$ cat src/endd_pkg.sv
// shared constants for the exit node decipher and deframer
`timescale 1ns / 1ps

package endd_pkg;

    // session key and cell geometry
    localparam int KEY_BYTES     = 32;
    localparam int PAYLOAD_BYTES = 256;
    localparam int HDR_BYTES     = 4;
    localparam int CELL_BYTES    = HDR_BYTES + PAYLOAD_BYTES;
    localparam int KEY_WORDS     = 4;

    // derived widths
    localparam int KPOS_W = 5;
    localparam int IDX_W  = $clog2(CELL_BYTES);
    localparam int LEN_W  = $clog2(PAYLOAD_BYTES + 1);
    localparam int CMP_W  = (IDX_W > LEN_W) ? IDX_W + 1 : LEN_W + 1;

    // configuration port
    localparam int APB_DATA_W = 64;
    localparam int APB_ADDR_W = 6;
    localparam int REG_IDX_W  = 3;

    // register indexes
    localparam logic [REG_IDX_W-1:0] REG_KEY_WORD_0   = 3'd0;
    localparam logic [REG_IDX_W-1:0] REG_KEY_WORD_1   = 3'd1;
    localparam logic [REG_IDX_W-1:0] REG_KEY_WORD_2   = 3'd2;
    localparam logic [REG_IDX_W-1:0] REG_KEY_WORD_3   = 3'd3;
    localparam logic [REG_IDX_W-1:0] REG_CIPHER_ENABLE = 3'd4;
    localparam logic [REG_IDX_W-1:0] REG_EXIT_MODE    = 3'd5;

    typedef logic [KEY_WORDS-1:0][APB_DATA_W-1:0] t_key;

endpackage

$ cat src/exit_node_decipher_deframer.sv
// exit node decipher and deframer top level
`timescale 1ns / 1ps
// an input transfer passes through the input register and then the result register to its result
// throughput: one byte per cycle; a new transfer is taken every cycle while results drain
// bytes that produce no result (length header, cell padding, after an error) leave nothing
// synchronous active-low reset clears the key, the mode bits, the key position, the cell
// state and the error latch; after a length error every byte is dropped until reset

module exit_node_decipher_deframer (
    input  logic                             i_clk,
    input  logic                             i_rst_n,
    // byte stream in
    input  logic                             i_valid,
    output logic                             o_ready,
    input  logic [7:0]                       i_rx_byte,
    // results out
    output logic                             o_valid,
    input  logic                             i_ready,
    output logic [7:0]                       o_out_byte,
    output logic                             o_message_end,
    output logic                             o_length_error,
    // configuration port
    input  logic                             psel,
    input  logic                             penable,
    input  logic                             pwrite,
    input  logic [endd_pkg::APB_ADDR_W-1:0]  paddr,
    input  logic [endd_pkg::APB_DATA_W-1:0]  pwdata,
    output logic [endd_pkg::APB_DATA_W-1:0]  prdata,
    output logic                             pready
);

    // configuration registers
    endd_pkg::t_key r_key;
    logic           r_cipher_enable;
    logic           r_exit_mode;

    // input register
    logic       r_in_valid;
    logic [7:0] r_in_byte;

    // running state
    logic [endd_pkg::KPOS_W-1:0] r_key_pos;
    logic [endd_pkg::IDX_W-1:0]  r_idx;
    logic [endd_pkg::LEN_W-1:0]  r_len;
    logic                        r_len_high;   // length bits above the kept width were set
    logic                        r_error_stuck;

    // result register
    logic       r_out_valid;
    logic [7:0] r_out_byte;
    logic       r_out_end;
    logic       r_out_err;

    // next values of the processing step
    logic [endd_pkg::KPOS_W-1:0] n_key_pos;
    logic [endd_pkg::IDX_W-1:0]  n_idx;
    logic [endd_pkg::LEN_W-1:0]  n_len;
    logic                        n_len_high;
    logic                        n_error_stuck;
    logic                        n_emit;
    logic [7:0]                  n_out_byte;
    logic                        n_out_end;
    logic                        n_out_err;

    logic                          advance;
    logic                          cfg_write;
    logic [endd_pkg::REG_IDX_W-1:0] cfg_idx;

    // scratch for the step
    logic [endd_pkg::KPOS_W-1:0] key_use;
    logic [endd_pkg::KPOS_W:0]   key_inc;
    logic [7:0]                  key_byte;
    logic [7:0]                  plain;
    logic [endd_pkg::IDX_W-1:0]  idx_use;
    logic [endd_pkg::IDX_W:0]    idx_inc;
    logic [endd_pkg::IDX_W-1:0]  pay_k;
    logic [31:0]                 len_acc;
    logic                        len_high_acc;

    // ------------------------------------------------------------------
    // configuration port: writes land on the access phase, reads are direct
    // ------------------------------------------------------------------
    assign pready    = 1'b1;
    assign cfg_write = psel & penable & pwrite & pready;
    assign cfg_idx   = paddr[endd_pkg::APB_ADDR_W-1:3];

    always_ff @(posedge i_clk) begin
        if (!i_rst_n) begin
            r_key           <= '0;
            r_cipher_enable <= 1'b0;
            r_exit_mode     <= 1'b0;
        end else if (cfg_write) begin
            case (cfg_idx)
                endd_pkg::REG_KEY_WORD_0:    r_key[0]        <= pwdata;
                endd_pkg::REG_KEY_WORD_1:    r_key[1]        <= pwdata;
                endd_pkg::REG_KEY_WORD_2:    r_key[2]        <= pwdata;
                endd_pkg::REG_KEY_WORD_3:    r_key[3]        <= pwdata;
                endd_pkg::REG_CIPHER_ENABLE: r_cipher_enable <= pwdata[0];
                endd_pkg::REG_EXIT_MODE:     r_exit_mode     <= pwdata[0];
                default: ;                   // unmapped addresses are ignored
            endcase
        end
    end

    always_comb begin
        case (cfg_idx)
            endd_pkg::REG_KEY_WORD_0:    prdata = r_key[0];
            endd_pkg::REG_KEY_WORD_1:    prdata = r_key[1];
            endd_pkg::REG_KEY_WORD_2:    prdata = r_key[2];
            endd_pkg::REG_KEY_WORD_3:    prdata = r_key[3];
            endd_pkg::REG_CIPHER_ENABLE: prdata = {{(endd_pkg::APB_DATA_W-1){1'b0}},
                                                   r_cipher_enable};
            endd_pkg::REG_EXIT_MODE:     prdata = {{(endd_pkg::APB_DATA_W-1){1'b0}},
                                                   r_exit_mode};
            default:                     prdata = '0;
        endcase
    end

    // ------------------------------------------------------------------
    // handshakes: the held byte moves on whenever the result slot is free
    // or being emptied in the same cycle
    // ------------------------------------------------------------------
    assign advance = r_in_valid & (~r_out_valid | i_ready);
    assign o_ready = ~r_in_valid | advance;

    always_ff @(posedge i_clk) begin
        if (!i_rst_n) begin
            r_in_valid <= 1'b0;
        end else if (i_valid && o_ready) begin
            r_in_valid <= 1'b1;
        end else if (advance) begin
            r_in_valid <= 1'b0;
        end
    end

    always_ff @(posedge i_clk) begin
        if (i_valid && o_ready) begin
            r_in_byte <= i_rx_byte;
        end
    end

    // ------------------------------------------------------------------
    // processing step for the held byte
    // ------------------------------------------------------------------
    always_comb begin
        // key stream: an out-of-range position restarts at the first key byte
        key_use  = ({1'b0, r_key_pos} >= (endd_pkg::KPOS_W+1)'(endd_pkg::KEY_BYTES))
                   ? '0 : r_key_pos;
        key_byte = r_key[key_use[4:3]][{key_use[2:0], 3'b000} +: 8];
        key_inc  = {1'b0, key_use} + 1'b1;
        plain    = r_cipher_enable ? (r_in_byte ^ key_byte) : r_in_byte;

        // cell position, wrapping after a full cell
        idx_use = ({1'b0, r_idx} >= (endd_pkg::IDX_W+1)'(endd_pkg::CELL_BYTES))
                  ? '0 : r_idx;
        idx_inc = {1'b0, idx_use} + 1'b1;
        pay_k   = idx_use - endd_pkg::IDX_W'(endd_pkg::HDR_BYTES);

        // little-endian length assembly, first header byte starts afresh
        len_acc = ((idx_use == '0) ? 32'd0 : 32'(r_len))
                  | (32'(plain) << {idx_use[1:0], 3'b000});
        len_high_acc = ((idx_use == '0) ? 1'b0 : r_len_high)
                       | (|len_acc[31:endd_pkg::LEN_W]);

        n_key_pos     = r_key_pos;
        n_idx         = r_idx;
        n_len         = r_len;
        n_len_high    = r_len_high;
        n_error_stuck = r_error_stuck;
        n_emit        = 1'b0;
        n_out_byte    = plain;
        n_out_end     = 1'b0;
        n_out_err     = 1'b0;

        if (!r_error_stuck) begin
            if (r_cipher_enable) begin
                n_key_pos = (key_inc >= (endd_pkg::KPOS_W+1)'(endd_pkg::KEY_BYTES))
                            ? '0 : key_inc[endd_pkg::KPOS_W-1:0];
            end

            if (!r_exit_mode) begin
                // relay: every byte goes out, cell state holds
                n_emit = 1'b1;
            end else if (idx_use < endd_pkg::IDX_W'(endd_pkg::HDR_BYTES)) begin
                // header byte of the cell
                n_len      = len_acc[endd_pkg::LEN_W-1:0];
                n_len_high = len_high_acc;
                n_idx      = idx_inc[endd_pkg::IDX_W-1:0];
                if (idx_use == endd_pkg::IDX_W'(endd_pkg::HDR_BYTES - 1) &&
                    (len_high_acc ||
                     len_acc[endd_pkg::LEN_W-1:0] >
                         endd_pkg::LEN_W'(endd_pkg::PAYLOAD_BYTES))) begin
                    // oversized length: one error result, then lock up
                    n_error_stuck = 1'b1;
                    n_emit        = 1'b1;
                    n_out_byte    = 8'd0;
                    n_out_err     = 1'b1;
                end
            end else begin
                // payload byte, kept only within the stated length
                if (endd_pkg::CMP_W'(pay_k) < endd_pkg::CMP_W'(r_len)) begin
                    n_emit    = 1'b1;
                    n_out_end = (endd_pkg::CMP_W'(pay_k) + 1'b1) == endd_pkg::CMP_W'(r_len);
                end
                n_idx = (idx_inc >= (endd_pkg::IDX_W+1)'(endd_pkg::CELL_BYTES))
                        ? '0 : idx_inc[endd_pkg::IDX_W-1:0];
            end
        end
    end

    always_ff @(posedge i_clk) begin
        if (!i_rst_n) begin
            r_key_pos     <= '0;
            r_idx         <= '0;
            r_len         <= '0;
            r_len_high    <= 1'b0;
            r_error_stuck <= 1'b0;
        end else if (advance) begin
            r_key_pos     <= n_key_pos;
            r_idx         <= n_idx;
            r_len         <= n_len;
            r_len_high    <= n_len_high;
            r_error_stuck <= n_error_stuck;
        end
    end

    // ------------------------------------------------------------------
    // result register
    // ------------------------------------------------------------------
    always_ff @(posedge i_clk) begin
        if (!i_rst_n) begin
            r_out_valid <= 1'b0;
        end else if (advance) begin
            r_out_valid <= n_emit;
        end else if (i_ready) begin
            r_out_valid <= 1'b0;
        end
    end

    always_ff @(posedge i_clk) begin
        if (advance && n_emit) begin
            r_out_byte <= n_out_byte;
            r_out_end  <= n_out_end;
            r_out_err  <= n_out_err;
        end
    end

    assign o_valid        = r_out_valid;
    assign o_out_byte     = r_out_byte;
    assign o_message_end  = r_out_end;
    assign o_length_error = r_out_err;

endmodule
$ cat config.mk
export PLATFORM = sky130hd
export DESIGN_NAME = exit_node_decipher_deframer
export DESIGN_NICKNAME = d
export VERILOG_FILES = /design/src/endd_pkg.sv /design/src/exit_node_decipher_deframer.sv
export SDC_FILE = /design/constraint.sdc
export NUM_CORES = 1
export LEC_CHECK = 0
export ABC_AREA = 1
export BUFFER_PORTS_ARGS = -buffer_cell sky130_fd_sc_hd__buf_2
export CAP_MARGIN = 5
export CORE_ASPECT_RATIO = 0.6
export CORE_MARGIN = 4
export CORE_UTILIZATION = 40
export CTS_CLUSTER_DIAMETER = 120
export DETAILED_ROUTE_END_ITERATION = 10
export GPL_ROUTABILITY_DRIVEN = 0
export HOLD_SLACK_MARGIN = 0.02
export RECOVER_POWER = 50
export SLEW_MARGIN = 0
export SYNTH_ARGS = -nofsm -noshare
export SYNTH_HDL_FRONTEND = slang
export SYNTH_SLANG_ARGS = --single-unit
$ cat constraint.sdc
create_clock -name i_clk -period 3.19 [get_ports i_clk]
set_clock_uncertainty 0.15 [all_clocks]
set_input_delay 0.319 -clock i_clk [delete_from_list [all_inputs] [get_ports i_clk]]
set_output_delay 0.319 -clock i_clk [all_outputs]
set_load 0.02 [all_outputs]
After elaboration in Yosys (flattened, before gate mapping)
Index checks and enable logic that the tools add are counted.
{"block": "totals", "ff_bits": 303, "output_inout_bits": 77}
{"block": "classes", "n_addsub": 4, "n_lt_le_gt_ge": 7, "eq_ne": 7, "n_shift": 2, "mux": 26, "bitwise": 13, "reduce_logical": 19}
{"cell": "64-bit one-hot mux with 6 select lines", "n": 1}
{"cell": "64-bit binary-select mux with 2-bit select", "n": 1}
{"cell": "64-bit two-way mux", "n": 1}
{"cell": "64-bit by 7-bit indexed part select with 8-bit output", "n": 1}
{"cell": "8-bit two-way mux", "n": 5}
{"cell": "9-bit two-way mux", "n": 4}
{"cell": "9-bit by 32-bit bitwise OR with 32-bit output", "n": 1}
{"cell": "8-bit by 5-bit << shifter with 32-bit output", "n": 1}
{"cell": "23-bit OR reduction", "n": 1}
{"cell": "9-bit by 1-bit adder with 10-bit output, second input constant", "n": 2}
{"cell": "1-bit two-way mux", "n": 13}
{"cell": "2-bit AND reduction", "n": 6}
{"cell": "10-bit by 9-bit equality test with 1-bit output", "n": 1}
{"cell": "10-bit by 9-bit >= comparator with 1-bit output, second input constant", "n": 1}
{"cell": "9-bit by 2-bit equality test with 1-bit output, second input constant", "n": 1}
{"cell": "9-bit >= comparator, second input constant", "n": 1}
{"cell": "9-bit > comparator, second input constant", "n": 1}
{"cell": "9-bit zero test", "n": 1}
{"cell": "9-bit by 3-bit < comparator with 1-bit output, second input constant", "n": 1}
{"cell": "9-bit < comparator", "n": 1}
{"cell": "9-bit by 3-bit subtractor with 9-bit output, second input constant", "n": 1}
{"cell": "8-bit XOR", "n": 1}
{"cell": "5-bit by 1-bit adder with 6-bit output, second input constant", "n": 1}
{"cell": "3-bit by 2-bit equality test with 1-bit output, second input constant", "n": 2}
{"cell": "15 further kinds", "n": 28}

Longest topological paths before layout
Gate-level depths: netlist (run 1).
{"block": "depth", "word_depth": 16, "depth_mapped": 23}

Least setup slack after synthesis (run 1)
No wires, ideal clock.
{"block": "synth_timing", "path_kind": "register to register", "from": "register r_idx[2] in the netlist's numbering", "to": "register r_out_err, in the netlist o_length_error, enable pin", "arrival_time_ps": 2859, "required_ps": 2706, "slack_ps": -153, "path_stages_with_launch": 21, "path_cell_list": "dfxtp_1 -> nor3_2 -> nand2_1 -> nor2_2 -> nand2_1 -> nand2_2 -> nand2_1 -> ha_1 -> xnor2_1 -> inv_1 -> ha_1 -> a21oi_1 -> o21ai_0 -> nand3_1 -> a21boi_0 -> o21ai_0 -> and3b_1 -> nor2_1 -> nand2_1 -> nand2_2 -> inv_1"}
{"block": "synth_between", "elab_chain_cells": 13}
{"item": "start: declaration", "line_no": "exit_node_decipher_deframer.sv:43", "rtl": "logic [endd_pkg::IDX_W-1:0] r_idx;"}
{"item": "start signal: assignment", "line_no": "exit_node_decipher_deframer.sv:220", "rtl": "r_idx <= n_idx;"}
{"item": "9-bit >= comparator", "line_no": "exit_node_decipher_deframer.sv:154", "rtl": "idx_use = ({1'b0, r_idx} >= (endd_pkg::IDX_W+1)'(endd_pkg::CELL_BYTES))"}
{"item": "9-bit two-way mux *", "line_no": "exit_node_decipher_deframer.sv:155", "rtl": "? '0 : r_idx;"}
{"item": "branches (longest 7 deep; another with 9-bit by 3-bit subtractor with 9-bit output)"}
{"item": "1-bit two-way mux *", "line_no": "exit_node_decipher_deframer.sv:184", "rtl": "end else if (idx_use < endd_pkg::IDX_W'(endd_pkg::HDR_BYTES)) begin"}
{"item": "1-bit two-way mux *", "line_no": "exit_node_decipher_deframer.sv:181", "rtl": "if (!r_exit_mode) begin"}
{"item": "1-bit two-way mux *", "line_no": "exit_node_decipher_deframer.sv:175", "rtl": "if (!r_error_stuck) begin"}
{"item": "1-bit logical AND *", "line_no": "exit_node_decipher_deframer.sv:241", "rtl": "if (advance && n_emit) begin"}
{"item": "end signal: assignment", "line_no": "exit_node_decipher_deframer.sv:244", "rtl": "r_out_err <= n_out_err;"}
{"item": "end: declaration", "line_no": "exit_node_decipher_deframer.sv:52", "rtl": "logic r_out_err;"}
Every way passes the cells marked *.
A chain may end at the register's enable or synchronous reset.

Final worst setup path (run 1)
{"block": "layout_timing", "from": "register r_idx[3] in the netlist's numbering", "to": "register r_out_byte[3], in the netlist o_out_byte[3], enable pin"}
{"block": "layout_between", "elab_chain_cells": 13}
{"item": "9-bit >= comparator", "line_no": "exit_node_decipher_deframer.sv:154"}
{"item": "9-bit two-way mux *", "line_no": "exit_node_decipher_deframer.sv:155"}
{"item": "branches (longest 7 deep; another with 9-bit by 3-bit subtractor with 9-bit output)"}
{"item": "1-bit two-way mux *", "line_no": "exit_node_decipher_deframer.sv:184"}
{"item": "1-bit two-way mux *", "line_no": "exit_node_decipher_deframer.sv:181"}
{"item": "1-bit two-way mux *", "line_no": "exit_node_decipher_deframer.sv:175"}
{"item": "1-bit logical AND *", "line_no": "exit_node_decipher_deframer.sv:241"}
{"item": "end signal: assignment", "line_no": "exit_node_decipher_deframer.sv:242", "rtl": "r_out_byte <= n_out_byte;"}
{"item": "end: declaration", "line_no": "exit_node_decipher_deframer.sv:50", "rtl": "logic [7:0] r_out_byte;"}
Marks and branches as above.

==> flow_metrics.tcl, run 1 <==
set metrics [dict create \
    slew_viol_final 279 \
    path_clk_slew_ns 0.07 \
    yosys.area.top_type "sky130_fd_sc_hd__dfxtp_1" \
    synth_enable_flop_cells 18 \
    wirelength_mm 56.10 \
    worst_setup_path_start_kind "register" \
    critical_path_buf_inv_count 2 \
    pin_count_of_the_biggest_net_entering_global_routing 154 \
    asyncSetResetFlopFracSynth_pct 0 \
    yosysSeqAreaShare_pct 40.08 \
    cts.sink_count 303 \
    ys.warnings.count 0 \
    crit_path_top_delay_cell "sky130_fd_sc_hd__dfxtp_2" \
    routed_wl_per_cell_um 18.87 \
    clock_tree.root_cell "sky130_fd_sc_hd__clkbuf_16" \
    layout_cells_sized_above_1_pct 13.21 \
    drv_cap 3 \
    cp_data_required_time_ns 3.33 \
    area_fraction_of_the_dominant_cell_type_after_synthesis_pct 36.61 \
    start_util_pct 40.95 \
    grt.overflow.total 0 \
    path_category_of_the_worst_min_delay_check "in -> reg" \
    design.final.nets 2540 \
    final_hold_viol_count 0 \
    ctsLongestPathBuffers 3 \
    cp_data_arrival_time_ns 3.37 \
    summed_instance_area_of_the_synthesized_netlist_sq_mm 0.01558 \
    area_growth_syn_to_layout_pct 21.96 \
    routed_via_density 5.496 \
    synth_flop_type "sky130_fd_sc_hd__dfxtp_1" \
    portBuffers 157 \
    cells_after_synthesis 2246 \
    htreeDepth 1 \
    crit_path_cell_trace "nor3_4 > nand2_2 > nor2_4 > nand2_2 > nand2_4 > nand2_4 > ha_1 > inv_1 > ha_1 > nand2_2 > o21ai_2 > nand3_1 > a21boi_1 > o21ai_1 > and3b_1 > nor2_1 > nand2_1 > nand2_4 > clkinvlp_4" \
    synthSimpleGateAreaFrac_pct 23.11 \
    worst_path_setup_slack_after_routing_ns -0.03508 \
    groute.usage.overall_pct 25.13 \
    ws_path_type "reg -> reg" \
    syn_nets 2347 \
    detailed_placement_wirelength_estimate_mm 36.06 \
    num_vias 16340 \
    post-route-drc-count 0 \
    fin_crit_ns 3.225 \
    detailedRoute.firstPassIterationCount 5 \
    insertedDiodeCount 0 \
    worst_pin_slew_ns 1.955 \
    grt_pass1_vias 15200 \
    detail_route.iter0.violations 1920 \
    die_height_um 160.9 \
    synthesized_area_per_cell_sq_um 6.938 \
    max_freq_ghz 0.3101 \
    critical_path.max_stage_delay_ns 0.33 \
    post_synthesis_cell_type_count 44 \
    setup_violating_endpoint_count_in_the_final_report 5 \
    cellLeakagePower_uw 0.007826 \
    power.total_uw 8259 \
    synth.area.top_cells "sky130_fd_sc_hd__dfxtp_1 37%, sky130_fd_sc_hd__nand2_1 8.7%, sky130_fd_sc_hd__o21ai_0 8.5%" \
    most_instantiated_library_cell_after_synthesis "sky130_fd_sc_hd__nand2_1" \
    io-pin-count 162 \
    ys_top_cells_by_count "363 x sky130_fd_sc_hd__nand2_1, 285 x sky130_fd_sc_hd__dfxtp_1, 272 x sky130_fd_sc_hd__nor2_1" \
    clk-insertion-delay-late_ns 0.58 \
    synth_compound_gate_area_share_pct 23.76 \
    synthMuxAreaShare_pct 0 \
    fin_crit_sh_pct 101.1 \
    power.density_mw_per_mm2 434.6 \
    violated_checks "max-capacitance violations, max-slew violations, negative setup slack" \
    antenna_violations_before_repair 0 \
    die_w_um 262.8 \
    row_count 55 \
    finalNonFillerCells 2973 \
    xor_xnor_share_of_the_synthesized_area_pct 1.124 \
    worst-path-max-fanout 5 \
    family_with_the_most_delay_on_the_worst_path "simple AND/OR/NAND/NOR gates" \
    synthAdderAreaFrac_pct 1.285 \
    cts_buffers 29 \
    max_rail_drop_vdd_mv 0.3854 \
    synth-seq-cells 303 \
    clock_tree_from_tritoncts "yes" \
    core_sq_mm 0.03806 \
    ant_nets 0 \
    grt_first_pass_wirelength_mm 86.54 \
    rsz_0062_raised_after_global_routing "true" \
    dpl_cells 2837 \
    die_area_sq_mm 0.04228 \
    endpoint_kind "register" \
    run_status "finished with violations" \
    slew_headroom_pct -30.36 \
    synth_top_family_by_area "compound AO/OA/AOI/OAI gates" \
]
worst register-to-register path: stages (launching register included):
cell	delay, ns
sky130_fd_sc_hd__dfxtp_2	0.33
sky130_fd_sc_hd__nor3_4	0.19
sky130_fd_sc_hd__nand2_2	0.10
sky130_fd_sc_hd__nor2_4	0.10
sky130_fd_sc_hd__nand2_2	0.08
sky130_fd_sc_hd__nand2_4	0.10
sky130_fd_sc_hd__nand2_4	0.08
sky130_fd_sc_hd__ha_1	0.31
sky130_fd_sc_hd__inv_1	0.07
sky130_fd_sc_hd__ha_1	0.29
sky130_fd_sc_hd__nand2_2	0.05
sky130_fd_sc_hd__o21ai_2	0.10
sky130_fd_sc_hd__nand3_1	0.07
sky130_fd_sc_hd__a21boi_1	0.16
sky130_fd_sc_hd__o21ai_1	0.07
sky130_fd_sc_hd__and3b_1	0.17
sky130_fd_sc_hd__nor2_1	0.11
sky130_fd_sc_hd__nand2_1	0.09
sky130_fd_sc_hd__nand2_4	0.11
sky130_fd_sc_hd__clkinvlp_4	0.19
layout make-up:
cell class              count  area, sq um
inverters                 233        880.8
clock inverters            13        225.2
fillers                  3731        19050
well taps                 513        641.9
multi-input cells        1545         7823
repair buffers            326         2382
flip-flops and latches    303         6252
clock buffers              39        793.3
repair inverters            1        7.507
flip-flops by register name, indices dropped and copies added, names as in the netlist:
| register | cells |
|---|---|
| key_use | 5 |
| o_length_error | 1 |
| o_message_end | 1 |
| o_out_byte | 8 |
| o_valid | 1 |
| r_cipher_enable | 1 |
| r_error_stuck | 1 |
| r_exit_mode | 1 |
| r_idx | 9 |
| r_in_byte | 8 |
| r_in_valid | 1 |
| r_key | 256 |
| r_len | 9 |
| r_len_high | 1 |
power by group:
part	switching, uW	leakage, uW	internal (uW)	total (uW)
clock	1580	0.000496	2230	3810
combinational	349	0.00486	197	546
sequential	30.9	0.00247	3880	3910
total	1960	0.00783	6300	8260
cells by family (layout without fill, tap and decap cells):
logic type,Yosys count,count (layout)
compound gates,646,646
fa+ha+maj,16,16
simple gates,862,862
buf+inv,398,612
other cells,1,1
xor+xnor,20,20
flops,303,303
worst paths after layout:
| kind | startpoint | to | slack, ns | cells after the start |
|---|---|---|---|---|
| setup reg to reg | r_idx[3] | o_out_byte[3] | -0.04 | 19 |
| setup / recovery | r_idx[3] | o_out_byte[3] | -0.04 | 19 |
| hold reg to reg | r_key[228] | r_key[228] | 0.32 | 2 |
| hold / removal | paddr[3] | r_exit_mode | 0.03 | 3 |
through the flow:
stage / area [sq um] / setup WS (ns) / util (%) / TNS [ns] / hold slack, ns
after floorplan: 15600 / 0.005709 / - / 0 / 0.2679
after global routing: 19010 / -0.2653 / 49.94 / -5.794 / 0.03225
final: 19010 / -0.03508 / 49.94 / -0.1636 / 0.02709
after global placement: 17120 / -0.2233 / 44.99 / -2.229 / 0.3035
after CTS: 18990 / -0.02760 / 49.89 / -0.1306 / 0.02683
after detailed placement: 17120 / -0.2133 / 44.99 / -2.129 / 0.3108
routing by layer:
layer | vias up | global-route usage [%] | wire (um)
li1 | 7906 | - | -
met1 | 7667 | 37.37 | 26280
met2 | 686 | 38.39 | 24060
met3 | 81 | 4.195 | 4785
met4 | 0 | 5.329 | 978
met5 | - | 0 | 0
layout by cell type (no fill, tap or decap), drive strengths merged, types with 2 or more instances in the layout:
| cell type | synthesis | layout |
|---|---|---|
| xnor2 | 4 | 4 |
| nand3 | 189 | 189 |
| nand2 | 366 | 366 |
| buf | 47 | 225 |
| xor2 | 16 | 16 |
| nor3 | 12 | 12 |
| nor4 | 3 | 3 |
| o22ai | 13 | 13 |
| a221o | 11 | 11 |
| edfxtp | 18 | 18 |
| o311a | 2 | 2 |
| o221ai | 23 | 23 |
| o211ai | 56 | 56 |
| a211oi | 2 | 2 |
| clkinv | 2 | 7 |
| dfxtp | 285 | 285 |
| a22oi | 52 | 52 |
| nor3b | 3 | 3 |
| nor2 | 276 | 276 |
| a31oi | 3 | 3 |
| o21ai | 278 | 278 |
| a21oi | 202 | 202 |
| ha | 16 | 16 |
| nand4 | 11 | 11 |
| clkbuf | 118 | 63 |
| dlygate4sd3 | 0 | 77 |
| clkinvlp | 0 | 5 |
| bufinv | 0 | 6 |
| inv | 231 | 229 |
timing repair:
action                                  in CTS  in global routing
resized for setup                           13                 17
hold buffers                                77                  0
endpoints found under the setup margin      10                 26
hold endpoints to repair                   269                  0
pin swaps                                    4                  5
cloned                                       1                  0
setup buffers                                3                  3
No activity file was read; power rests on OpenSTA's default activity.
==> inputs of run 2 (changes only) <==
Settings changed: CORE_UTILIZATION 40 to 35, SETUP_SLACK_MARGIN set to 0.05.
==> run 2 against run 1 <==
The run still ends with max-capacitance violations, max-slew violations, negative setup slack left. Largest cell class unchanged. Non-clock buffer count increased by 15. Largest power group unchanged. Count of clock-buffer cells in the layout increased by 8. Register-to-register slack got worse by 0.05 ns.
==> flow_metrics.tcl, run 2 (same netlist as run 1, synthesis figures left out) <==
set metrics [dict create \
    ws_path_type "reg -> reg" \
    wirelength_mm 58.02 \
    routed_via_density 5.414 \
    pin_count_of_the_biggest_net_entering_global_routing 121 \
    worst_setup_path_start_kind "register" \
    rsz_0062_raised_after_global_routing "true" \
    layout_cells_sized_above_1_pct 15.07 \
    critPathMostFrequentCell "sky130_fd_sc_hd__nand2_4" \
    slew_viol_final 48 \
    cp.depth 19 \
    cp_data_arrival_time_ns 3.44 \
    ctsLongestPathBuffers 3 \
    die_area_sq_mm 0.04807 \
    power.density_mw_per_mm2 412.7 \
    worstSetupStartpoint "r_idx[2]" \
    hold_slack_ns 0.03404 \
    die_w_um 280.4 \
    final_hold_viol_count 0 \
    critPathCapture "o_out_byte[1]" \
    worst_r2r_path_depth 19 \
    switching_share_pct 24.84 \
    cts_buffers 31 \
    detailedRoute.firstPassIterationCount 5 \
    post-route-drc-count 0 \
    cellLeakagePower_uw 0.007893 \
    cts.sink_count 303 \
    portBuffers 157 \
    groute.usage.overall_pct 22.85 \
    power.total_uw 7998 \
    row_count 59 \
    max_freq_ghz 0.3050 \
    crit_path_top_delay_cell "sky130_fd_sc_hd__dfxtp_1" \
    fin_crit_ns 3.279 \
    detail_route.iter0.violations 1669 \
    path_clk_slew_ns 0.06 \
    routed_wl_per_cell_um 18.95 \
    rrSetupSlack_ns -0.09 \
    grt_pass1_vias 15370 \
    drv_cap 1 \
    power.share.clock_pct 44.2 \
    ant_nets 0 \
    family_with_the_most_delay_on_the_worst_path "simple AND/OR/NAND/NOR gates" \
    crit_path_cell_trace "nor3_2 > nand2_1 > nor2_2 > nand2_2 > nand2_4 > nand2_4 > ha_4 > nand3_1 > xnor2_1 > inv_1 > ha_4 > nand3_1 > a21boi_1 > o21ai_1 > and3b_1 > nor2_1 > nand2_1 > nand2_4 > clkinvlp_4" \
    clock_tree_from_tritoncts "yes" \
    largest_register_ffs 256 \
    layout_commonest_cell "sky130_fd_sc_hd__nand2_1" \
    fin_crit_sh_pct 102.8 \
    design.final.nets 2559 \
    fraction_of_power_consumed_by_combinational_cells_pct 7.0 \
    worst-path-max-fanout 5 \
    grt.overflow.total 0 \
    clock_tree.root_cell "sky130_fd_sc_hd__clkbuf_16" \
    p_sw_uw 1987 \
    critical_path.max_stage_delay_ns 0.31 \
    layout.core_utilization_pct 44.42 \
    worst_pin_slew_ns 1.933 \
    cp_data_required_time_ns 3.35 \
    path_category_of_the_worst_min_delay_check "in -> reg" \
    htreeDepth 1 \
    worst_path_setup_slack_after_routing_ns -0.08886 \
    largest_registers "r_key (256), r_idx (9), r_len (9)" \
    layout_common_cells "351 x sky130_fd_sc_hd__nand2_1, 282 x sky130_fd_sc_hd__dfxtp_1, 269 x sky130_fd_sc_hd__o21ai_0" \
    setup_violating_endpoint_count_in_the_final_report 11 \
    endpoint_kind "register" \
    area_growth_syn_to_layout_pct 24.37 \
    rr_startpoint "r_idx[2]" \
    power_report.internal_total_uw 6011 \
    start_util_pct 35.72 \
    grt_first_pass_wirelength_mm 87.40 \
    antenna_violations_before_repair 0 \
    num_vias 16570 \
    slew_headroom_pct -28.85 \
    power_frac_seq_pct 48.9 \
    violated_checks "max-capacitance violations, max-slew violations, negative setup slack" \
    clk-insertion-delay-late_ns 0.58 \
    critical_path_buf_inv_count 2 \
    run_status "finished with violations" \
    core_sq_mm 0.04363 \
    max_rail_drop_vdd_mv 0.3464 \
    io-pin-count 162 \
    top_register "r_key" \
    insertedDiodeCount 0 \
    layout.filler_cells 4334 \
    r2r_end "o_out_byte[1]" \
    die_height_um 171.4 \
    detailed_placement_wirelength_estimate_mm 36.98 \
]
-- run 2: per-stage QoR --
| step | setup slack [ns] | instance area, sq um | setup TNS [ns] | cells |
|---|---|---|---|---|
| floorplan | 0.06193 | 15620 | 0 | 2246 |
| global placement | -0.1323 | 17230 | -1.319 | 2900 |
| detailed placement | -0.2253 | 17230 | -2.249 | 2900 |
| CTS | -0.1155 | 19140 | -1.114 | 3053 |
| global route | -0.2893 | 19380 | -4.452 | 3061 |
| finish | -0.08886 | 19380 | -0.8808 | 3061 |
-- run 2: worst min-delay path by stage --
stage          slack (ns)  depth (start not counted)               to         start
2_1_floorplan        0.27                          0     r_in_byte[0]  i_rx_byte[0]
3_3_place_gp         0.30                          2       r_key[211]    r_key[211]
3_5_place_dp         0.31                          2       r_key[246]    r_key[246]
4_1_cts              0.02                          4  r_cipher_enable      paddr[4]
5_1_grt              0.04                          3  r_cipher_enable      paddr[5]
6_report             0.03                          3  r_cipher_enable      paddr[5]
-- run 2: layout make-up --
type,instances,area [sq um],area share [%]
sequential,303,6252,32.26
timing repair inverter,1,7.507,0.03873
inverter,233,883.3,4.558
clock buffer,47,895.9,4.622
clock inverter,10,60.06,0.3099
multi-input combinational,1547,7985,41.20
timing repair buffer,341,2572,13.27
tap,579,724.4,3.738
-- run 2: routing by layer --
layer	wire length (um)	up-vias	GRT usage, %
met4	1685	0	7.020
met2	24550	782	34.89
met1	26450	7708	32.77
met3	5333	119	4.396
li1	-	7964	-
met5	0	-	0
-- run 2: what timing repair did --
item / in CTS / in global routing
endpoints found under the hold margin: 268 / 0
endpoints found under the setup margin: 16 / 29
pin swaps: 6 / 18
gates cloned: 1 / 3
hold buffers: 79 / 0
gates resized for setup: 12 / 55
buffers inserted: 17 / 5
-- run 2: power groups by stage --
| stage | Sequential, uW | Clock [uW] | Combinational (uW) |
|---|---|---|---|
| global placement | 3990 | 0 | 452 |
| CTS | 3910 | 3590 | 545 |
| detailed placement | 3990 | 0 | 461 |
| finish | 3910 | 3530 | 557 |
| floorplan | 3990 | 0 | 242 |
| global route | 3910 | 3740 | 605 |
-- run 2: worst min-delay path: stages --
cell                      delay, ns
sky130_fd_sc_hd__buf_2         0.15
sky130_fd_sc_hd__nand2_1       0.12
sky130_fd_sc_hd__o311a_1       0.14
